`config.mk`:
```
export PLATFORM = sky130hd
export DESIGN_NAME = nmea_autobaud_line_framer_unit
export DESIGN_NICKNAME = d
export VERILOG_FILES = /design/src/nalf_pkg.sv /design/src/nmea_autobaud_line_framer_unit.sv
export SDC_FILE = /design/constraint.sdc
export NUM_CORES = 1
export LEC_CHECK = 0
export BUFFER_PORTS_ARGS = -buffer_cell sky130_fd_sc_hd__buf_2
export CORE_MARGIN = 2
export CORE_UTILIZATION = 30
export CTS_CLUSTER_SIZE = 16
export DETAILED_ROUTE_END_ITERATION = 12
export HOLD_SLACK_MARGIN = 0.15
export PLACE_DENSITY = 0.43
export SETUP_SLACK_MARGIN = 0.05
export SLEW_MARGIN = 25
export SYNTH_ARGS = -nofsm -noshare
export SYNTH_HDL_FRONTEND = slang
export SYNTH_SLANG_ARGS = --single-unit
```
`constraint.sdc`:
```
create_clock -name clk -period 4.15 [get_ports clk]
set_input_delay 0.83 -clock clk [delete_from_list [all_inputs] [get_ports clk]]
set_output_delay 0.83 -clock clk [all_outputs]
set_load 0.02 [all_outputs]
```
`src/nalf_pkg.sv`:
```
`timescale 1ns / 1ps

package nalf_pkg;

    // Largest number of rate indices the probe pass may cycle through
    localparam int MAX_RATES = 8;

    localparam int CFG_DATA_W = 16;
    localparam int CFG_IDX_W  = 3;

    // Configuration register indexes
    localparam logic [CFG_IDX_W-1:0] REG_RATE_COUNT    = 3'd0;
    localparam logic [CFG_IDX_W-1:0] REG_SILENCE_LIMIT = 3'd1;
    localparam logic [CFG_IDX_W-1:0] REG_MAX_LINE_LEN  = 3'd2;
    localparam logic [CFG_IDX_W-1:0] REG_PROBE_WINDOW  = 3'd3;
    localparam logic [CFG_IDX_W-1:0] REG_RETRY_WAIT    = 3'd4;

    // Register reset values
    localparam logic [3:0]  RATE_COUNT_RST    = 4'd1;
    localparam logic [15:0] SILENCE_LIMIT_RST = 16'd3000;
    localparam logic [7:0]  MAX_LINE_LEN_RST  = 8'd120;
    localparam logic [15:0] PROBE_WINDOW_RST  = 16'd1200;
    localparam logic [15:0] RETRY_WAIT_RST    = 16'd1000;

    // Input opcodes
    localparam logic OP_BYTE = 1'b0;
    localparam logic OP_TICK = 1'b1;

    // Characters of interest
    localparam logic [7:0] CH_DOLLAR = 8'h24;
    localparam logic [7:0] CH_CR     = 8'h0D;
    localparam logic [7:0] CH_LF     = 8'h0A;

    // Effective cap on the rate count: never above 8 nor below 1
    localparam int RATE_CAP_I = (MAX_RATES < 8) ? ((MAX_RATES < 1) ? 1 : MAX_RATES) : 8;
    localparam logic [3:0] RATE_CAP = 4'(RATE_CAP_I);

    typedef struct packed {
        logic       opcode;
        logic [7:0] rx_byte;
    } in_item_t;

    typedef struct packed {
        logic       out_valid;
        logic [7:0] out_byte;
        logic       line_end;
        logic       locked;
        logic [2:0] rate_index;
        logic       switch_rate;
    } res_item_t;

endpackage

```
`src/nmea_autobaud_line_framer_unit.sv`:
```
`timescale 1ns / 1ps

// NMEA auto-baud probe and line framer.
// Input channel (in_valid/in_ready/in_data): one item per received serial byte
// (opcode 0) or per millisecond tick (opcode 1). Result channel
// (res_valid/res_ready/res_data): exactly one item per input item, in order.
// After reset the block probes rate indices, one probe window of ticks each,
// and locks on the first '$'. While locked, bytes stream out (CR dropped, LF
// closes a non-empty line, over-long lines are cut); too many ticks with no
// '$' sends it back to probing. switch_rate tells the receiver to reopen.
// Pipeline: an input register, then the result register. The state update
// happens when an item moves from the input register to the result register.
// The result is registered; throughput is one item per cycle while res_ready
// stays high, so the receiver takes each result as it comes.
// When the receiver stalls, the result register holds and the input register
// fills; in_ready drops only once both are full, and rises again in the same
// cycle res_ready returns. Reset (rst_n low, asynchronous) empties both
// stages, restores register defaults and restarts probing at index 0.
// Configuration writes (cfg_we/cfg_index/cfg_data) take effect at once;
// indexes past the last register are ignored.
module nmea_autobaud_line_framer_unit
    import nalf_pkg::*;
(
    input  logic                  clk,
    input  logic                  rst_n,
    input  logic                  in_valid,
    output logic                  in_ready,
    input  in_item_t              in_data,
    output logic                  res_valid,
    input  logic                  res_ready,
    output res_item_t             res_data,
    input  logic                  cfg_we,
    input  logic [CFG_IDX_W-1:0]  cfg_index,
    input  logic [CFG_DATA_W-1:0] cfg_data
);

    // Configuration registers
    logic [3:0]  rate_count_reg;
    logic [15:0] silence_limit_reg;
    logic [7:0]  max_line_len_reg;
    logic [15:0] probe_window_reg;
    logic [15:0] retry_wait_reg;

    // Pipeline registers
    logic      in_full_reg;
    in_item_t  in_hold_reg;
    logic      res_valid_reg;
    res_item_t res_data_reg;
    res_item_t res_data_next;

    // Framer state
    logic        lock_flag_reg,     lock_flag_next;
    logic [2:0]  cur_idx_reg,       cur_idx_next;
    logic [15:0] window_count_reg,  window_count_next;
    logic        retry_phase_reg,   retry_phase_next;
    logic [15:0] silence_count_reg, silence_count_next;
    logic [7:0]  line_length_reg,   line_length_next;

    logic        advance;
    logic [3:0]  eff_rates;
    logic [16:0] win_inc;
    logic [15:0] sil_sat;
    logic [8:0]  len_inc;

    // Item moves from the input register into the result register
    assign advance   = in_full_reg && (!res_valid_reg || res_ready);
    assign in_ready  = !in_full_reg || advance;
    assign res_valid = res_valid_reg;
    assign res_data  = res_data_reg;

    // Rate count clamped into 1..RATE_CAP
    always_comb
    begin
        if (rate_count_reg == 4'd0)
            eff_rates = 4'd1;
        else if (rate_count_reg > RATE_CAP)
            eff_rates = RATE_CAP;
        else
            eff_rates = rate_count_reg;
    end

    assign win_inc = {1'b0, window_count_reg} + 17'd1;
    assign len_inc = {1'b0, line_length_reg} + 9'd1;
    // Saturating increment of the silence counter
    assign sil_sat = (silence_count_reg == 16'hFFFF) ? silence_count_reg
                                                     : silence_count_reg + 16'd1;

    always_comb
    begin
        lock_flag_next     = lock_flag_reg;
        cur_idx_next       = cur_idx_reg;
        window_count_next  = window_count_reg;
        retry_phase_next   = retry_phase_reg;
        silence_count_next = silence_count_reg;
        line_length_next   = line_length_reg;
        res_data_next      = '0;

        if (!lock_flag_reg) begin
            if (!retry_phase_reg) begin
                // probing one rate index
                if (in_hold_reg.opcode == OP_BYTE) begin
                    if (in_hold_reg.rx_byte == CH_DOLLAR) begin
                        lock_flag_next     = 1'b1;
                        silence_count_next = '0;
                        window_count_next  = '0;
                    end
                end else if (win_inc >= {1'b0, probe_window_reg}) begin
                    window_count_next = '0;
                    if ({1'b0, cur_idx_reg} + 4'd1 < eff_rates) begin
                        cur_idx_next              = cur_idx_reg + 3'd1;
                        res_data_next.switch_rate = 1'b1;
                    end else if (retry_wait_reg == 16'd0) begin
                        cur_idx_next              = '0;
                        res_data_next.switch_rate = 1'b1;
                    end else begin
                        retry_phase_next = 1'b1;
                    end
                end else begin
                    window_count_next = win_inc[15:0];
                end
            end else if (in_hold_reg.opcode == OP_TICK) begin
                // waiting after a failed pass
                if (win_inc >= {1'b0, retry_wait_reg}) begin
                    retry_phase_next          = 1'b0;
                    window_count_next         = '0;
                    cur_idx_next              = '0;
                    res_data_next.switch_rate = 1'b1;
                end else begin
                    window_count_next = win_inc[15:0];
                end
            end
        end else if (in_hold_reg.opcode == OP_BYTE) begin
            if (in_hold_reg.rx_byte == CH_DOLLAR)
                silence_count_next = '0;
            if (in_hold_reg.rx_byte == CH_CR) begin
                // dropped
            end else if (in_hold_reg.rx_byte == CH_LF) begin
                if (line_length_reg != 8'd0) begin
                    res_data_next.line_end = 1'b1;
                    line_length_next       = '0;
                end
            end else begin
                res_data_next.out_valid = 1'b1;
                res_data_next.out_byte  = in_hold_reg.rx_byte;
                if (len_inc > {1'b0, max_line_len_reg}) begin
                    res_data_next.line_end = 1'b1;
                    line_length_next       = '0;
                end else begin
                    line_length_next = len_inc[7:0];
                end
            end
        end else begin
            // tick while locked: count silence, reprobe past the limit
            silence_count_next = sil_sat;
            if (sil_sat > silence_limit_reg) begin
                lock_flag_next            = 1'b0;
                cur_idx_next              = '0;
                window_count_next         = '0;
                retry_phase_next          = 1'b0;
                silence_count_next        = '0;
                res_data_next.switch_rate = 1'b1;
            end
        end

        res_data_next.locked     = lock_flag_next;
        res_data_next.rate_index = cur_idx_next;
    end

    always_ff @(posedge clk or negedge rst_n)
    begin
        if (!rst_n) begin
            rate_count_reg    <= RATE_COUNT_RST;
            silence_limit_reg <= SILENCE_LIMIT_RST;
            max_line_len_reg  <= MAX_LINE_LEN_RST;
            probe_window_reg  <= PROBE_WINDOW_RST;
            retry_wait_reg    <= RETRY_WAIT_RST;
        end else if (cfg_we) begin
            unique case (cfg_index)
                REG_RATE_COUNT:    rate_count_reg    <= cfg_data[3:0];
                REG_SILENCE_LIMIT: silence_limit_reg <= cfg_data;
                REG_MAX_LINE_LEN:  max_line_len_reg  <= cfg_data[7:0];
                REG_PROBE_WINDOW:  probe_window_reg  <= cfg_data;
                REG_RETRY_WAIT:    retry_wait_reg    <= cfg_data;
                default:           ;
            endcase
        end
    end

    always_ff @(posedge clk or negedge rst_n)
    begin
        if (!rst_n) begin
            in_full_reg       <= 1'b0;
            res_valid_reg     <= 1'b0;
            lock_flag_reg     <= 1'b0;
            cur_idx_reg       <= '0;
            window_count_reg  <= '0;
            retry_phase_reg   <= 1'b0;
            silence_count_reg <= '0;
            line_length_reg   <= '0;
        end else begin
            if (in_ready)
                in_full_reg <= in_valid;
            if (advance)
                res_valid_reg <= 1'b1;
            else if (res_ready)
                res_valid_reg <= 1'b0;
            if (advance) begin
                lock_flag_reg     <= lock_flag_next;
                cur_idx_reg       <= cur_idx_next;
                window_count_reg  <= window_count_next;
                retry_phase_reg   <= retry_phase_next;
                silence_count_reg <= silence_count_next;
                line_length_reg   <= line_length_next;
            end
        end
    end

    // Payload registers
    always_ff @(posedge clk)
    begin
        if (in_valid && in_ready)
            in_hold_reg <= in_data;
        if (advance)
            res_data_reg <= res_data_next;
    end

`ifndef NO_ASSERTIONS
    // line characters and line ends only leave while locked
    a_char_locked: assert property (@(posedge clk) disable iff (!rst_n)
        res_valid_reg && (res_data_reg.out_valid || res_data_reg.line_end)
        |-> res_data_reg.locked)
        else $error("line output while not locked");

    // framer state moves only when an item is processed
    a_state_hold: assert property (@(posedge clk) disable iff (!rst_n)
        !advance |=> $stable(lock_flag_reg) && $stable(cur_idx_reg)
                     && $stable(line_length_reg))
        else $error("framer state changed without an item");

    // result shows the state the item left behind
    a_res_state: assert property (@(posedge clk) disable iff (!rst_n)
        advance |=> (res_data_reg.locked == lock_flag_reg)
                    && (res_data_reg.rate_index == cur_idx_reg))
        else $error("result does not match framer state");
`endif

endmodule

```
==> impl_results.md, run 1 <==
- Status: completed
- Post-synthesis mux area share: 3.64%
- Comb pwr share: 25.1%
- Hold WC Path Type: reg2reg
- Worst EP required: 4.45 ns
- Hold buffers post-CTS: 0
- Post-route cell area: 9070 µm²
- Port buffer count: 49
- Min-delay src: in_full_reg
- Root Driver: clkbuf_16
- Worst setup EP type: flop
- Die area: 26800 µm²
- Slowest stage delay, CP: 0.61 ns
- Ports: 50
- Skew final: 0.00767 ns
- Number of iterations in the first detailed-routing pass: 5
- WP buf/inv: 2
- ANT cells: 0
- Clk Latency, worst-skew pair: 0.43 ns
- Setup Viol. Count Final: 0
- RSZ-0062 raised after global routing: false
- Htree depth: 4
- Worst slack, placed: 0.200 ns
- Power Density: 481 nW/µm²
- Layout Nets: 949
- Longest Clk Path Bufs: 2
- Peak VDD IR: 0.000222 V
- CP max FO: 19
- Fraction of the mapped netlist area in simple logic gates: 18.6%
- Yosys cell types: 62
- Worst r2r path cells: 15
- Leakage: 0.00407 µW
- CTS buffer count: 17
- CP cell instances: and4_2 > nand4_4 > or4_1 > nand2_1 > nand2_1 > ha_1 > nor2b_1 > o211ai_1 > a2111o_1 > a31oi_4 > buf_4 > nor3_4 > buf_4 > a21oi_1 > mux2i_1
- Synth Instances: 782
- Syn_area_per_cell: 9.79 µm²
- FP Rows: 58
- Grt ovf: 0
- CP top delay family: simple AND/OR/NAND/NOR gates
- DIE HEIGHT: 164 µm
- Post-route minimum period: 3.83 ns
- Area Growth Syn to Fin: 18.4%
- GPL Wtd Cong: 0.777
- Seq pwr share: 39.5%
- Final Cycle Share: 92.2%
- Reg2reg setup slack: 0.32 ns
- Post-route setup TNS: 0 ns
- Fraction of layout cells with a size suffix above 1: 21.8%
- Post-Place Cell Area: 8420 µm²
- Syn nets: 879
- Worst R2R End: silence_count_reg[7]
- EDFF count, synth: 24
- Post-Synth Adder-Cell Area: 10.5%
- Final Util: 36.1%
- Global-route wire length before repair: 31600 µm
- Post-synthesis async set-or-reset flop share: 81.7%
- Routed WL per cell: 16.2 µm
- Vias/cell: 4.85
- Setup ws final: 0.325 ns
- Synth warnings: 0
- Post-synthesis compound-gate area fraction: 14.2%
- CTS Sinks: 131
- Starting DRT DRC Count: 311
- XOR/XNOR share of the synthesized area: 3.55%
- DR DRC count: 0
- Crit start category: flop
- Worst Tran Pin Value: 0.900 ns
- Final hold violations: 0
- Register bit total from synthesis: 131
- Core Area: 25100 µm²
- Netlist Area Pre-Place: 7660 µm²
- WS Path Type: reg2reg
- Number of max-cap violations: 0
- Slew Limit Fails: 0
- Drt total wl: 19300 µm
- Dpl hpwl: 14500 µm
- Gr usage total: 15.3%
- Via count: 5797
- Post-synth top flop: dfrtp_1
- Switch Pwr: 1440 µW
- Die width: 164 µm
- Register area share after synthesis: 44.7%
- Largest net degree at the start of global routing: 67
- Clock power frac: 35.4%
- TritonCTS clock tree: built
- Internal power: 2920 µW
- Main combinational cell family by area after synthesis: simple AND/OR/NAND/NOR gates
- Sw frac: 33.0%
- R2r startpoint: silence_count_reg[3]
- Slowest cell on the critical path: or4_1
- Clk slew on worst S/H paths: 0.06 ns
- Vias in the first global route: 5714
- Antenna violations before repair: 0
- F_max: 261 MHz
- Number of fill cells in the layout: 2573
- Hold Path End: res_valid
- Routed Antenna Nets: 0
- Worst path arrival time: 4.13 ns
- Critical path startpoint: silence_count_reg[3]
- Initial Utilization: 30.5%
- Slew HR: 40.0%
- Hold path depth: 1
## cells in the final DEF, fill, tap and decap left out, drive strengths merged, types with 15 or more instances in the layout
cell / count
inv: 76
nand2: 85
dfrtp: 85
nor2b: 20
xnor2: 19
nor2: 31
a21oi: 34
dfstp: 22
nor3: 15
clkbuf: 17
o21ai: 69
mux2: 23
buf: 76
nand3: 32
ha: 64
edfxtp: 24
nand4: 17
## power groups by stage
stage	clock network (µW)	logic [µW]	registers, µW
6_report	1540	1100	1720
5_1_grt	1640	1270	1760
4_1_cts	1580	1110	1720
3_5_place_dp	0	1110	1740
3_3_place_gp	0	1100	1750
2_1_floorplan	0	760	1710
## worst reg2reg max path, cell delays in order, from the launching register on
cell,delay (ns)
dfrtp_1,0.47
and4_2,0.35
nand4_4,0.17
or4_1,0.61
nand2_1,0.11
nand2_1,0.09
ha_1,0.30
nor2b_1,0.12
o211ai_1,0.09
a2111o_1,0.43
a31oi_4,0.28
buf_4,0.17
nor3_4,0.03
buf_4,0.22
a21oi_1,0.17
mux2i_1,0.09
## layer usage
metal | part of all wire (%) | global-route usage [%]
met1 | 53 | 22.9
met2 | 43 | 22.6
met3 | 2.7 | 2.35
met4 | 1.4 | 4.78
met5 | 0 | 0
## synthesized netlist by cell type, drive strengths merged, types with 7 or more instances
master	instances	area share (%)
dfstp	22	7.5
o31ai	7	0.69
a22o	11	1.3
edfxtp	24	9.4
xnor2	19	2.2
and3	14	1.1
o211ai	8	0.78
o21ai	69	4.6
nand2b	8	0.65
mux2	23	3.4
nand3	32	2.1
a21oi	34	2.3
nor3	15	1.1
nand2	85	4.2
nor2	31	1.5
inv	70	3.4
nand4	17	1.6
ha	64	10
nor4	9	1.0
xor2	12	1.4
clkbuf	18	0.88
buf	7	0.46
dfrtp	85	28
a31o	13	1.5
nor2b	20	1.6
## how the worst max path moves through the flow
stage,depth (start not counted),end
2_1_floorplan,15,retry_phase_reg
4_1_cts,13,retry_phase_reg
5_1_grt,15,silence_count_reg[7]
3_5_place_dp,13,retry_phase_reg
3_3_place_gp,13,retry_phase_reg
6_report,15,silence_count_reg[7]
## repair_timing
action / in CTS / in global routing
setup buffers: 0 / 3
endpoints found under the setup margin: 0 / 41
resized for setup: 0 / 5
hold endpoints to repair: 0 / 0
## per-stage QoR
| step | power (µW) | std cells | hold slack, ns |
|---|---|---|---|
| after floorplan | 2470 | 782 | 0.457 |
| after global placement | 2850 | 1160 | 0.483 |
| after detailed placement | 2850 | 1160 | 0.477 |
| after CTS | 4420 | 1192 | 0.500 |
| after global routing | 4670 | 1195 | 0.519 |
| final | 4360 | 1195 | 0.494 |
## cell type report
cell class | count | area, µm² | area share (%)
multi-input combinational | 556 | 3920 | 43.2
sequential | 131 | 3430 | 37.8
timing repair buffer | 76 | 450 | 4.97
clock buffer | 17 | 425 | 4.69
tap | 330 | 413 | 4.55
inverter | 70 | 263 | 2.90
clock inverter | 15 | 171 | 1.89
## cells by family after synthesis
kind of cell / Yosys count
and+or+nand+nor: 266
AOI/OAI and AO/OA: 170
DFF: 131
buffers and inverters: 95
adders and majority gates: 64
xor gates and xnor gates: 31
muxes: 25
No activity file was read; power rests on OpenSTA's default activity.
==> run 2: changes to the inputs <==
- PLACE_DENSITY: 0.43 -> 0.45
- clock period: 4.15 -> 3.4 ns (I/O delays scaled with it)
==> impl_results.md, run 2 (synthesis gave the netlist of run 1 again) <==
- Setup Viol. Count Final: 38
- Largest net degree at the start of global routing: 52
- Most frequent cells in the layout: 108 x buf_4, 85 x dfrtp_1, 82 x nand2_1
- Dpl hpwl: 14900 µm
- DR DRC count: 0
- Worst path arrival time: 3.67 ns
- Commonest non-fill, non-tap cell in the layout: buf_4
- Vias/cell: 4.73
- Ports: 50
- CP cell instances: ha_2 > nand2_4 > buf_4 > or4_4 > nand2_2 > nand2_2 > ha_1 > nor2b_1 > o211ai_1 > a2111o_1 > a31oi_4 > a21oi_4 > nor3_2 > o21ai_1
- Slowest cell on the critical path: or4_4
- Layout Nets: 1041
- Longest Clk Path Bufs: 2
- Worst EP required: 3.57 ns
- Worst hold slack: 0.249 ns
- Hold WC Path Type: in2async
- GPL Wtd Cong: 0.753
- Starting DRT DRC Count: 296
- Via count: 6092
- Routed Antenna Nets: 0
- Post-route cell area: 10200 µm²
- Skew final: 0.0112 ns
- Crit start category: flop
- Worst r2r path cells: 14
- Die area: 26800 µm²
- Htree depth: 4
- Worst setup EP type: flop
- Final hold violations: 0
- Reg2reg setup slack: -0.1 ns
- Drt total wl: 20300 µm
- Slowest stage delay, CP: 0.58 ns
- Status: finished, violations left
- Power Density: 558 nW/µm²
- Initial Utilization: 30.5%
- Failing checks: negative setup slack
- TritonCTS clock tree: built
- CP max FO: 8
- FP Rows: 58
- Global-route wire length before repair: 32800 µm
- Hold buffers post-CTS: 0
- DIE HEIGHT: 164 µm
- Gr usage total: 15.8%
- Grt ovf: 0
- Antenna violations before repair: 1
- WS Path Type: reg2reg
- RSZ-0062 raised after global routing: true
- F_max: 286 MHz
- Slew HR: 52.7%
- Peak VDD IR: 0.000263 V
- Post-Place Cell Area: 8990 µm²
- Clk slew on worst S/H paths: 0.06 ns
- Port buffer count: 49
- Setup ws final: -0.0972 ns
- CTS Sinks: 131
- ANT cells: 0
- Worst Tran Pin Value: 0.703 ns
- Worst R2R End: res_data[3]
- Clk Latency, worst-skew pair: 0.42 ns
- Core Area: 25100 µm²
- Final Cycle Share: 103%
- Area Growth Syn to Fin: 33.0%
- Final Util: 40.6%
- Root Driver: clkbuf_16
- Routed WL per cell: 15.8 µm
- R2r startpoint: silence_count_reg[1]
- Number of iterations in the first detailed-routing pass: 4
- Fraction of layout cells with a size suffix above 1: 34.0%
- Die width: 164 µm
- Number of max-cap violations: 0
- Most frequent CP cell: nand2_2
- Slew Limit Fails: 0
- CTS buffer count: 17
- Leakage: 0.00472 µW
- Vias in the first global route: 6093
- Post-route minimum period: 3.50 ns
- Worst slack, placed: -0.372 ns
run 2: how the worst max path moves through the flow:
stage	endpoint	slack, ns	cells past startpoint	start
5_1_grt	res_data[3]	-0.25	14	silence_count_reg[1]
4_1_cts	res_data[3]	-0.05	14	silence_count_reg[3]
6_report	res_data[3]	-0.1	14	silence_count_reg[1]
3_5_place_dp	silence_count_reg[8]	-0.37	14	silence_count_reg[6]
2_1_floorplan	retry_phase_reg	0.0008	15	silence_count_reg[3]
3_3_place_gp	res_data[2]	-0.33	13	silence_count_reg[6]
run 2: final cells by class:
class | count | area (µm²)
Clock buffer | 17 | 425
Tap cell | 330 | 413
Multi-Input combinational cell | 556 | 4200
Inverter | 70 | 263
Sequential cell | 131 | 3430
Fill cell | 2551 | 14900
Clock inverter | 15 | 220
Timing Repair Buffer | 168 | 1240
run 2: layer usage:
| metal | GRT usage, % | part of all wire [%] | vias to the layer above |
|---|---|---|---|
| met5 | 0 | 0 | - |
| met4 | 4.43 | 1.0 | 0 |
| met3 | 2.65 | 2.8 | 10 |
| met2 | 23.6 | 44 | 73 |
| met1 | 23.4 | 52 | 2886 |
| li1 | - | - | 3123 |
run 2: what timing repair did:
item | in CTS | in global routing
resized for setup | 43 | 26
cloned | 0 | 3
pin swaps | 25 | 33
endpoints found under the setup margin | 42 | 42
buffers inserted | 17 | 9
run 2: power by group:
part           switching (µW)  total, µW  leakage, µW  internal (µW)
combinational             879       1590      0.00287            707
clock                     785       2040     0.000313           1250
sequential                161       2060      0.00154           1900
total                    1820       5690      0.00472           3860
run 2: metrics by stage:
step	setup TNS [ns]	power [µW]	instances
finish	-1.94	5690	1287
global route	-8.06	6060	1287
CTS	-0.326	5700	1275
detailed placement	-10.25	3580	1226
global placement	-8.89	3580	1225
floorplan	0	3040	782
run 2: critical path: cells and delay by family (launching register included):
family / cells / cell delay (ns)
AO/OA/AOI/OAI: 5 / 1.11
buffers and inverters: 1 / 0.14
adder cells (fa/ha/maj): 2 / 0.50
AND/OR/NAND/NOR: 6 / 1.15
flip-flops: 1 / 0.36
==> run 3: changes to the inputs <==
- CTS_BUF_LIST: unset -> sky130_fd_sc_hd__clkbuf_4 sky130_fd_sc_hd__clkbuf_8
==> impl_results.md, run 3 (synthesis gave the netlist of run 1 again) <==
- Status: finished, violations left
- Failing checks: negative setup slack
- Initial Utilization: 30.5%
- Worst Tran Pin Value: 0.677 ns
- Leakage: 0.00455 µW
- Post-Place Cell Area: 8990 µm²
- Port buffer count: 49
- Worst hold slack: 0.223 ns
- Final hold violations: 0
- Worst slack, placed: -0.372 ns
- Die width: 164 µm
- Drt total wl: 20000 µm
- GPL Wtd Cong: 0.753
- F_max: 289 MHz
- WP buf/inv: 2
- Routed Antenna Nets: 0
- Hold WC Path Type: in2async
- Vias in the first global route: 6173
- Skew final: 0.0144 ns
- Post-route minimum period: 3.46 ns
- Slowest cell on the critical path: a2111o_1
- Final Util: 39.3%
- Worst EP required: 3.73 ns
- Post-Route M1 WL: 10600 µm
- Vias/cell: 4.74
- CTS buffer count: 17
- Longest Clk Path Bufs: 2
- Worst setup EP type: flop
- Routed WL per cell: 15.7 µm
- Most frequent CP cell: buf_4
- Slew Limit Fails: 0
- WL met2: 8730 µm
- Slew HR: 54.8%
- Fraction of layout cells with a size suffix above 1: 33.2%
- Clk Latency, worst-skew pair: 0.45 ns
- Setup Viol. Count Final: 8
- Via count: 6043
- Most frequent cells in the layout: 102 x buf_4, 85 x dfrtp_1, 83 x nand2_1
- TritonCTS clock tree: built
- Core Area: 25100 µm²
- Peak VDD IR: 0.000242 V
- Crit start category: flop
- Antenna violations before repair: 1
- Met3 wire len: 524 µm
- Clk slew on worst S/H paths: 0.09 ns
- Largest net degree at the start of global routing: 52
- Ports: 50
- Die area: 26800 µm²
- Root Driver: clkbuf_8
- Commonest non-fill, non-tap cell in the layout: buf_4
- WS Path Type: reg2reg
- Setup ws final: -0.0572 ns
- Top Layer Used: met4
- Dpl hpwl: 14900 µm
- DIE HEIGHT: 164 µm
- Gr usage total: 15.8%
- CP top delay family: simple AND/OR/NAND/NOR gates
- FP Rows: 58
- RSZ-0062 raised after global routing: true
- CTS Sinks: 131
- CP cell instances: and4_4 > nand4_4 > nor4_4 > nor2_1 > and3_4 > xnor2_2 > ha_1 > nand4_1 > buf_4 > a2111o_1 > a31oi_4 > a21oi_4 > buf_4 > o31ai_2 > o22ai_1
- CP max FO: 8
- Final Cycle Share: 102%
- Power Density: 523 nW/µm²
- ANT cells: 0
- Slowest stage delay, CP: 0.39 ns
- DR DRC count: 0
- Worst path arrival time: 3.79 ns
- Post-route cell area: 9860 µm²
- Starting DRT DRC Count: 271
- Htree depth: 4
- Grt ovf: 0
- Layout Nets: 1030
- Area Growth Syn to Fin: 28.7%
- Number of iterations in the first detailed-routing pass: 4
- Global-route wire length before repair: 32900 µm
- Hold buffers post-CTS: 0
- Number of max-cap violations: 0
==> run 3: per-stage QoR <==
stage          total power [µW]  TNS [ns]  instances
2_1_floorplan              3040         0        782
3_3_place_gp               3580     -8.89       1225
3_5_place_dp               3580    -10.25       1226
4_1_cts                    5200    -0.191       1273
5_1_grt                    5530     -6.67       1276
6_report                   5150    -0.326       1276
==> run 3: timing repair <==
action | CTS | global route
setup buffers | 15 | 3
pin swaps | 33 | 7
resized for setup | 55 | 10
endpoints found under the setup margin | 42 | 42
hold endpoints to repair | 0 | 0
==> run 3: cell type report <==
type	count	area, µm²
fill	2584	15300
multi-input combinational	556	4190
sequential	131	3430
timing repair buffer	157	1110
tap	330	413
inverter	70	263
clock buffer	17	234
clock inverter	15	220
==> run 3: final timing paths <==
kind / start / to / slack [ns] / cells after the start
setup / recovery: silence_count_reg[5] / cur_idx_reg[1] / -0.06 / 15
hold / removal: rst_n / retry_wait_reg[1] / 0.22 / 1
setup reg to reg: silence_count_reg[5] / cur_idx_reg[1] / -0.06 / 15
hold reg to reg: in_full_reg / res_valid / 0.50 / 1
max in group asynchronous: rst_n / max_line_len_reg[6] / 2.45 / 2
min in group clk: in_data[0] / in_hold_reg[0] / 0.40 / 1
==> run 3: power breakdown <==
part	internal, µW	switching [µW]	leakage [µW]
registers	1900	159	0.00154
logic	679	864	0.00279
clock network	824	725	0.000226
==> run 3: layer usage <==
layer  GRT usage [%]  vias to the layer above
met5               0                        -
met4            3.83                        0
met3            2.65                       12
met2            24.2                       73
met1            23.2                     2860
li1                -                     3098
==> run 3: worst register-to-register path: cells and delay by family (launching register included) <==
kind / cells / cell delay (ns)
xor+xnor: 1 / 0.14
compound gates: 5 / 1.09
fa+ha+maj: 1 / 0.28
simple gates: 6 / 1.14
flops: 1 / 0.36
buf+inv: 2 / 0.34
